### src/design/ckmer_pkg.sv
`default_nettype none

package ckmer_pkg;

    // Widths fixed by the interface
    localparam int CKMER_CHAR_W   = 8;
    localparam int CKMER_CFG_W    = 6;
    localparam int CKMER_OUT_W    = 64;

    // Window size limits and reset value
    localparam int CKMER_MAX_KMER = 32;
    localparam int CKMER_MIN_KMER = 4;
    localparam logic [CKMER_CFG_W-1:0] CKMER_KMER_RESET = 6'd31;

    // 2-bit base codes
    localparam logic [1:0] BASE_A = 2'd0;
    localparam logic [1:0] BASE_C = 2'd1;
    localparam logic [1:0] BASE_G = 2'd2;
    localparam logic [1:0] BASE_T = 2'd3;

    typedef struct packed {
        logic                   ok;
        logic [1:0]             code;
    } t_base;

    typedef struct packed {
        logic [CKMER_OUT_W-1:0] kmer;
        logic                   valid;
        logic                   rev;
    } t_kmer_result;

    function automatic t_base base_decode(input logic [CKMER_CHAR_W-1:0] ch);
        t_base b;
        b.ok   = 1'b1;
        b.code = BASE_A;
        unique case (ch)
            8'h41, 8'h61: b.code = BASE_A;
            8'h43, 8'h63: b.code = BASE_C;
            8'h47, 8'h67: b.code = BASE_G;
            8'h54, 8'h74: b.code = BASE_T;
            default:      b.ok   = 1'b0;
        endcase
        return b;
    endfunction

endpackage

`default_nettype wire

### src/design/canonical_kmer_encoder.sv
`default_nettype none

// Channel   Direction  Handshake                     Payload
// input     in         i_in_valid / o_in_stall       i_base_char, i_read_start
// result    out        o_out_valid / i_out_stall     o_canonical_kmer, o_kmer_valid,
//                                                    o_from_reverse
// config    in         i_cfg_valid / o_cfg_ready     i_cfg_kmer_size
//
// One transfer in each cycle on both sides while neither side stalls; a character
// is taken into the input register and its result then into the result register.
// The window update and the 64-bit strand compare sit between those registers.
// Reset (synchronous, active low) empties both stages, clears the windows and
// loads a window size of 31. A stalled result register holds the input register,
// which then raises o_in_stall; the config port is always ready.
module canonical_kmer_encoder
    import ckmer_pkg::*;
#(
    parameter int MAX_KMER = CKMER_MAX_KMER
) (
    input  wire logic                    i_clk,
    input  wire logic                    i_rst_n,
    // input channel
    input  wire logic                    i_in_valid,
    output logic                         o_in_stall,
    input  wire logic [CKMER_CHAR_W-1:0] i_base_char,
    input  wire logic                    i_read_start,
    // result channel
    output logic                         o_out_valid,
    input  wire logic                    i_out_stall,
    output logic      [CKMER_OUT_W-1:0]  o_canonical_kmer,
    output logic                         o_kmer_valid,
    output logic                         o_from_reverse,
    // configuration channel
    input  wire logic                    i_cfg_valid,
    output logic                         o_cfg_ready,
    input  wire logic [CKMER_CFG_W-1:0]  i_cfg_kmer_size
);

    localparam int WIN_W = 2 * MAX_KMER;
    localparam int RUN_W = $clog2(MAX_KMER + 1);

    // Input register
    logic                    r_in_vld;
    logic [CKMER_CHAR_W-1:0] r_char;
    logic                    r_start;
    // Window state
    logic [WIN_W-1:0]        r_fwd;
    logic [WIN_W-1:0]        r_rev;
    logic [RUN_W-1:0]        r_run;
    logic [CKMER_CFG_W-1:0]  r_kmer_size;
    // Result register
    logic                    r_out_vld;
    t_kmer_result            r_result;

    logic [WIN_W-1:0]        n_fwd;
    logic [WIN_W-1:0]        n_rev;
    logic [RUN_W-1:0]        n_run;
    t_kmer_result            n_result;

    logic out_free;
    logic advance;
    logic in_xfer;
    logic cfg_xfer;

    // Result register can load when empty or being drained this cycle
    assign out_free   = !r_out_vld || !i_out_stall;
    assign advance    = r_in_vld && out_free;
    assign o_in_stall = r_in_vld && !out_free;
    assign in_xfer    = i_in_valid && !o_in_stall;
    assign o_cfg_ready = 1'b1;
    assign cfg_xfer   = i_cfg_valid && o_cfg_ready;

    ckmer_step #(
        .MAX_KMER (MAX_KMER)
    ) u_step (
        .i_kmer_size  (r_kmer_size),
        .i_base_char  (r_char),
        .i_read_start (r_start),
        .i_fwd        (r_fwd),
        .i_rev        (r_rev),
        .i_run        (r_run),
        .o_fwd        (n_fwd),
        .o_rev        (n_rev),
        .o_run        (n_run),
        .o_result     (n_result)
    );

    // Control: stage valids, window state, window size
    always_ff @(posedge i_clk) begin
        if (!i_rst_n) begin
            r_in_vld    <= 1'b0;
            r_out_vld   <= 1'b0;
            r_fwd       <= '0;
            r_rev       <= '0;
            r_run       <= '0;
            r_kmer_size <= CKMER_KMER_RESET;
        end else begin
            // hold input stage while stalled, refill on each transfer
            if (in_xfer) begin
                r_in_vld <= 1'b1;
            end else if (advance) begin
                r_in_vld <= 1'b0;
            end
            if (out_free) begin
                r_out_vld <= r_in_vld;
            end
            // a new window size restarts the window; otherwise slide on advance
            if (cfg_xfer) begin
                r_kmer_size <= i_cfg_kmer_size;
                r_fwd       <= '0;
                r_rev       <= '0;
                r_run       <= '0;
            end else if (advance) begin
                r_fwd <= n_fwd;
                r_rev <= n_rev;
                r_run <= n_run;
            end
        end
    end

    // Payload registers
    always_ff @(posedge i_clk) begin
        if (in_xfer) begin
            r_char  <= i_base_char;
            r_start <= i_read_start;
        end
        if (advance) begin
            r_result <= n_result;
        end
    end

    assign o_out_valid      = r_out_vld;
    assign o_canonical_kmer = r_result.kmer;
    assign o_kmer_valid     = r_result.valid;
    assign o_from_reverse   = r_result.rev;

endmodule

`default_nettype wire

### src/design/ckmer_step.sv
`default_nettype none

// Next window state and result for one character.
module ckmer_step
    import ckmer_pkg::*;
#(
    parameter int MAX_KMER = CKMER_MAX_KMER,
    localparam int WIN_W   = 2 * MAX_KMER,
    localparam int RUN_W   = $clog2(MAX_KMER + 1)
) (
    input  wire logic [CKMER_CFG_W-1:0]  i_kmer_size,
    input  wire logic [CKMER_CHAR_W-1:0] i_base_char,
    input  wire logic                    i_read_start,
    input  wire logic [WIN_W-1:0]        i_fwd,
    input  wire logic [WIN_W-1:0]        i_rev,
    input  wire logic [RUN_W-1:0]        i_run,
    output logic      [WIN_W-1:0]        o_fwd,
    output logic      [WIN_W-1:0]        o_rev,
    output logic      [RUN_W-1:0]        o_run,
    output t_kmer_result                 o_result
);

    logic [CKMER_CFG_W-1:0] k_eff;
    t_base                  base;
    logic [WIN_W-1:0]       mask;
    logic [WIN_W-1:0]       ins;
    logic [WIN_W-1:0]       fwd_base;
    logic [WIN_W-1:0]       rev_base;
    logic [RUN_W-1:0]       run_base;
    logic [WIN_W-1:0]       fwd_n;
    logic [WIN_W-1:0]       rev_n;
    logic [RUN_W-1:0]       run_n;

    always_comb begin
        priority if (i_kmer_size < CKMER_CFG_W'(CKMER_MIN_KMER)) begin
            k_eff = CKMER_CFG_W'(CKMER_MIN_KMER);
        end else if (i_kmer_size > CKMER_CFG_W'(MAX_KMER)) begin
            k_eff = CKMER_CFG_W'(MAX_KMER);
        end else begin
            k_eff = i_kmer_size;
        end
    end

    assign base = base_decode(i_base_char);

    // Per-base mask and complement insert at base slot k-1
    always_comb begin
        for (int j = 0; j < MAX_KMER; j++) begin
            mask[2*j +: 2] = (CKMER_CFG_W'(j) < k_eff) ? 2'b11 : 2'b00;
            ins[2*j +: 2]  = (CKMER_CFG_W'(j + 1) == k_eff) ? ~base.code : 2'b00;
        end
    end

    assign fwd_base = i_read_start ? '0 : i_fwd;
    assign rev_base = i_read_start ? '0 : i_rev;
    assign run_base = i_read_start ? '0 : i_run;

    assign fwd_n = ({fwd_base[WIN_W-3:0], base.code}) & mask;
    assign rev_n = ((rev_base >> 2) | ins) & mask;
    assign run_n = (run_base < RUN_W'(k_eff)) ? run_base + RUN_W'(1) : run_base;

    always_comb begin
        o_result = '0;
        if (!base.ok) begin
            o_fwd = '0;
            o_rev = '0;
            o_run = '0;
        end else begin
            o_fwd = fwd_n;
            o_rev = rev_n;
            o_run = run_n;
            if (run_n >= RUN_W'(k_eff)) begin
                o_result.valid = 1'b1;
                if (rev_n < fwd_n) begin
                    o_result.kmer = CKMER_OUT_W'(rev_n);
                    o_result.rev  = 1'b1;
                end else begin
                    o_result.kmer = CKMER_OUT_W'(fwd_n);
                end
            end
        end
    end

endmodule

`default_nettype wire
### config.mk
export PLATFORM = sky130hd
export DESIGN_NAME = canonical_kmer_encoder
export DESIGN_NICKNAME = d
export VERILOG_FILES = /design/src/design/ckmer_pkg.sv /design/src/design/canonical_kmer_encoder.sv /design/src/design/ckmer_step.sv
export SDC_FILE = /design/constraint.sdc
export NUM_CORES = 1
export LEC_CHECK = 0
export BUFFER_PORTS_ARGS = -buffer_cell sky130_fd_sc_hd__clkbuf_2
export CAP_MARGIN = 20
export CELL_PAD_IN_SITES_DETAIL_PLACEMENT = 1
export CELL_PAD_IN_SITES_GLOBAL_PLACEMENT = 1
export CORE_ASPECT_RATIO = 0.7
export CORE_MARGIN = 1
export CORE_UTILIZATION = 40
export DETAILED_ROUTE_END_ITERATION = 12
export PLACE_DENSITY_LB_ADDON = 0.15
export SKIP_LAST_GASP = 1
export SLEW_MARGIN = 20
export SYNTH_ARGS = -nofsm -noshare
export SYNTH_HDL_FRONTEND = slang
export SYNTH_HIERARCHICAL = 1
export SYNTH_SLANG_ARGS = --single-unit
### constraint.sdc
create_clock -name i_clk -period 6.3 [get_ports i_clk]
set_input_delay 1.26 -clock i_clk [delete_from_list [all_inputs] [get_ports i_clk]]
set_output_delay 1.26 -clock i_clk [all_outputs]
set_load 0.005 [all_outputs]
==> results of run 1 <==
-- critical path, delay by kind of cell (launching register included) --
kind	cells	cell delay, ns
simple gates	8	2.42
compound gates	3	0.87
flops	1	0.62
buf+inv	2	0.45
mux	1	0.39
fa+ha+maj	1	0.24
-- final cells by class --
cell class / count / share of cell area
Inverter: 45 / 0.01089
Clock inverter: 10 / 0.01306
Timing Repair Buffer: 117 / 0.04589
Clock buffer: 35 / 0.04597
Multi-Input combinational cell: 1186 / 0.5255
Tap cell: 464 / 0.03742
Sequential cell: 212 / 0.3213
-- registers in the layout (all words and copies together) (netlist names) --
signal,cells
r_in_vld,1
r_kmer_size,6
o_from_reverse,1
r_fwd,62
o_canonical_kmer,64
r_rev,62
o_kmer_valid,1
r_char,7
r_start,1
r_run,6
o_out_valid,1
-- layer usage --
layer,wire [um],global-route usage,vias to the layer above
met4,707,0.04632,0
li1,-,-,5616
met2,18050,0.3665,158
met1,21780,0.3469,5892
met5,0,0,-
met3,1245,0.03192,41
-- stage by stage --
stage          worst slack, ns  utilization  cells
6_report                 1.102       0.4575   2069
5_1_grt                 0.7991       0.4575   2069
4_1_cts                  1.089       0.4575   2069
3_5_place_dp             1.162       0.4305   2024
3_3_place_gp             1.184       0.4305   2024
2_1_floorplan            2.239            -   1574
-- how the worst min path moves through the flow --
stage	start	end	slack, ns	cells after the start
after floorplan	r_kmer_size[2]	r_kmer_size[2]	0.44	2
after global placement	r_rev[4]	r_rev[4]	0.47	2
after detailed placement	r_fwd[47]	r_fwd[47]	0.48	2
after CTS	r_rev[5]	r_rev[5]	0.49	2
after global routing	r_fwd[19]	r_fwd[19]	0.50	2
final	r_rev[5]	r_rev[5]	0.49	2
-- cells in the final DEF, fill, tap and decap left out, types with 23 or more instances in the layout --
master,instances
nand3b_1,261
nor2_1,215
ha_1,75
nand2_1,92
nor3_1,37
a22oi_1,23
inv_1,43
nand3_1,32
edfxtp_1,74
buf_4,29
a21oi_1,59
clkbuf_16,25
dfxtp_1,138
clkbuf_2,84
o21ai_0,24
mux2i_1,165
and2_1,34
-- power groups by stage --
stage	logic [mW]	registers, mW	clock network, mW
2_1_floorplan	0.353	1.47	0
3_3_place_gp	0.470	1.48	0
6_report	0.479	1.45	1.64
4_1_cts	0.480	1.45	1.68
3_5_place_dp	0.478	1.48	0
5_1_grt	0.516	1.45	1.74
==> metrics.txt, run 1 <==
Hold Crit Class=register to register; CTS clk-pin slew, worst paths=0.07 ns; Max stage delay cell, worst path=nor4b_1; Sequential Area=4985 um^2; area grow syn2layout=11.18%; cts bufs inserted=25; CP startpoint=r_kmer_size[2]; status=finished, final reports clean; initial DRC count=783; cell breakdown of the critical path=nand2_1 -> nor4b_1 -> nand3_1 -> o21ai_0 -> ha_1 -> nand4_1 -> nor3_2 -> nand4_1 -> nor4_1 -> buf_4 -> o211ai_1 -> o211ai_4 -> buf_12 -> mux2_1 -> nor2_1; Synth Warn #=6; GRT Resource Usage Total=0.2357; clk_skew=0.01665 ns; Tcrit/Tclk final=0.8251; Lkg Pwr=5.768 nW; Reg2Reg Setup Slack=1.10 ns; Cell Int Power=2.637 mW; r2r startpoint=r_kmer_size[2]; drc violations=0; die width=225.2 um; GPL Wtd Cong=0.8327; area of the multi-input gates=8153 um^2; CORE AREA=33910 um^2; vias in the first global route=11700; DR WL/cell=20.19 um; port buffer count=86; Clock Sinks=212; CP max stage delay=0.73 ns; setup TNS=0 ns; Critical Path Most Common Cell=nand4_1; power share of the sequential group=0.407; CTS tree=yes; root buf cell=clkbuf_16; Syn Area/Cell=8.866 um^2; FILL cells=3953; Post-DP Area=14600 um^2; CP Capture Type=register; Critical Path AT=5.60 ns; maximum vdd drop=0.1582 mV; logic gate share of total power=0.134; Clock Latency Late Sink=0.54 ns; Critical R2R Capture=o_canonical_kmer[60]; # Post-CTS Setup Buffers=0; DP HPWL=27.08 mm; first-pass GRT wire length=66.93 mm; worst-path fanout max=42; largest net degree at the start of global routing=138; GR Overflow Total=0; Power Total=3.569 mW; switching part of the total=0.2611; CP endpoint=o_canonical_kmer[60]; max-cap viol count=0; Ant. Diodes=0; drt pass-1 iters=7; fmax=192.4 MHz; Sw Pwr=0.9320 mW; IO Pins=89; final hold slack=0.4859 ns; cells after synthesis=1574; Final #Nets=1682; Routed Antenna Nets=0; Row Count=56; power share of the clock group=0.459; final hold vios=0; relative slew slack=0.3075; fin area=15510 um^2; H-tree depth=1; RSZ-0062 raised after global routing=false; Worst Path Required=6.70 ns; fin crit period=5.198 ns; final wirelength=41.78 mm; Post-CTS Hold Fix Bufs=0; Initial Util=0.4115; PostCTS Resize Cnt=0; Slew Limit Fails=0; die height=158.3 um; Register-to-Register Path Depth=15; Die Area=35650 um^2; clock buffer depth=3; Via Count=11710; CP Class=register to register; layout cells sized above 1=0.1059; final setup fails=0; initial antenna violation count=0; power density cells=230.0 nW/um^2; Syn Nets=1669; type of origin of the critical path=register; synthesized area=13950 um^2; vias per cell=5.658; actual slew at the worst max-slew pin=1.039 ns
No activity file was read; power rests on OpenSTA's default activity.
==> inputs of run 2 (changes only) <==
Clock period 6.3 ns to 5.2 ns, I/O delays scaled along.
==> metrics.txt, run 2 (synthesized netlist as in run 1, its figures left out) <==
CTS clk-pin slew, worst paths=0.06 ns; Lkg Pwr=5.840 nW; DR WL/cell=19.85 um; DP HPWL=27.17 mm; power density cells=261.8 nW/um^2; clock buffer depth=3; Post-DP Area=14830 um^2; Register-to-Register Path Depth=18; vias in the first global route=11870; Initial Util=0.4115; H-tree depth=1; PostCTS Resize Cnt=0; CP max stage delay=0.48 ns; Die Area=35650 um^2; CTS tree=yes; GR Overflow Total=0; commonest non-fill, non-tap cell in the layout=nand3b_1; fin area=15600 um^2; port buffer count=86; worst-path fanout max=40; IO Pins=89; initial DRC count=763; largest net degree at the start of global routing=142; final setup fails=0; actual slew at the worst max-slew pin=0.9276 ns; r2r startpoint=r_char[3]; root buf cell=clkbuf_16; Ant. Diodes=0; Clock Latency Late Sink=0.56 ns; CORE AREA=33910 um^2; Via Count=11630; cell breakdown of the critical path=nor3b_2 -> and3_1 -> clkinv_1 -> buf_4 -> nand2_1 -> inv_1 -> ha_1 -> nand4_1 -> nor3_2 -> nand4_1 -> nor4_1 -> buf_4 -> o211ai_1 -> o211ai_4 -> buf_12 -> buf_4 -> nor2_1 -> a211oi_1; CP startpoint=r_char[3]; status=finished, final reports clean; first-pass GRT wire length=66.33 mm; RSZ-0062 raised after global routing=false; GRT Resource Usage Total=0.2330; commonest non-fill, non-tap cells in the layout=261 x nand3b_1, 215 x nor2_1, 165 x mux2i_1; DP Cell Count=2048; Max stage delay cell, worst path=and3_1; Critical Path AT=5.23 ns; relative slew slack=0.3816; area grow syn2layout=11.82%; vias per cell=5.559; CP endpoint=o_canonical_kmer[58]; final wirelength=41.52 mm; clk_skew=0.01773 ns; max-cap viol count=0; final setup margin=0.3383 ns; fmax=205.7 MHz; CP Capture Type=register; Worst Path Required=5.56 ns; Final #Nets=1705; Power Total=4.086 mW; die height=158.3 um; Reg2Reg Setup Slack=0.34 ns; die width=225.2 um; cts bufs inserted=24; hold path cells=2; initial antenna violation count=0; Hold Crit Class=register to register; setup TNS=0 ns; type of origin of the critical path=register; Routed Antenna Nets=0; Tcrit/Tclk final=0.9349; Row Count=56; max reg flops=64; Critical Path Most Common Cell=buf_4; pre-CTS setup slack=0.3283 ns; CP Class=register to register; Post-CTS Hold Fix Bufs=0; maximum vdd drop=0.1955 mV; Final Core Density=0.4601; final hold vios=0; Critical R2R Capture=o_canonical_kmer[58]; drc violations=0; layout cells sized above 1=0.1167; Clock Sinks=212; fin crit period=4.862 ns; GPL Wtd Cong=0.8484; # Post-CTS Setup Buffers=0; final cell count without fillers=2092; Slew Limit Fails=0; final hold slack=0.4850 ns; drt pass-1 iters=5
[run 2: cell count changes in the layout (fill, tap and decap cells not counted), sizes merged]
cell and delta:
inv +1, buf +24, clkinv +4, bufinv -5
clkinvlp -1
[run 2: worst min-delay path by stage]
stage	startpoint	to	slack (ns)
3_3_place_gp	r_rev[4]	r_rev[4]	0.47
4_1_cts	r_rev[4]	r_rev[4]	0.49
6_report	r_rev[5]	r_rev[5]	0.48
2_1_floorplan	r_kmer_size[2]	r_kmer_size[2]	0.44
3_5_place_dp	r_rev[21]	r_rev[21]	0.48
5_1_grt	r_fwd[1]	r_fwd[1]	0.50
[run 2: cell type report]
type / count / area, um^2
clock buffers: 35 / 691.9
clock inverters: 9 / 82.58
fillers: 3963 / 18310
inverters: 45 / 168.9
multi-input cells: 1186 / 8153
flip-flops and latches: 212 / 4985
well taps: 464 / 580.6
repair buffers: 141 / 942.2
[run 2: worst max-delay path, delay by kind of cell, from the launching register on]
| kind | cells | cell delay (ns) |
|---|---|---|
| flip-flops | 1 | 0.37 |
| AO/OA/AOI/OAI | 3 | 0.62 |
| adder cells (fa/ha/maj) | 1 | 0.31 |
| AND/OR/NAND/NOR | 8 | 2.16 |
| buffers and inverters | 6 | 1.18 |
[run 2: power by group]
| group | switching [mW] | internal [mW] | total [mW] | leakage [nW] |
|---|---|---|---|---|
| Combinational | 0.383 | 0.233 | 0.616 | 3.62 |
| Sequential | 0.0159 | 1.74 | 1.75 | 1.83 |
| Clock | 0.742 | 0.974 | 1.72 | 0.383 |
| Total | 1.14 | 2.95 | 4.09 | 5.84 |
[run 2: metal layers]
metal | vias up | routed length (um) | global-route usage
li1 | 5665 | - | -
met1 | 5772 | 21910 | 0.3430
met2 | 141 | 17650 | 0.3592
met3 | 51 | 1140 | 0.02989
met4 | 0 | 823 | 0.05475
met5 | - | 0 | 0
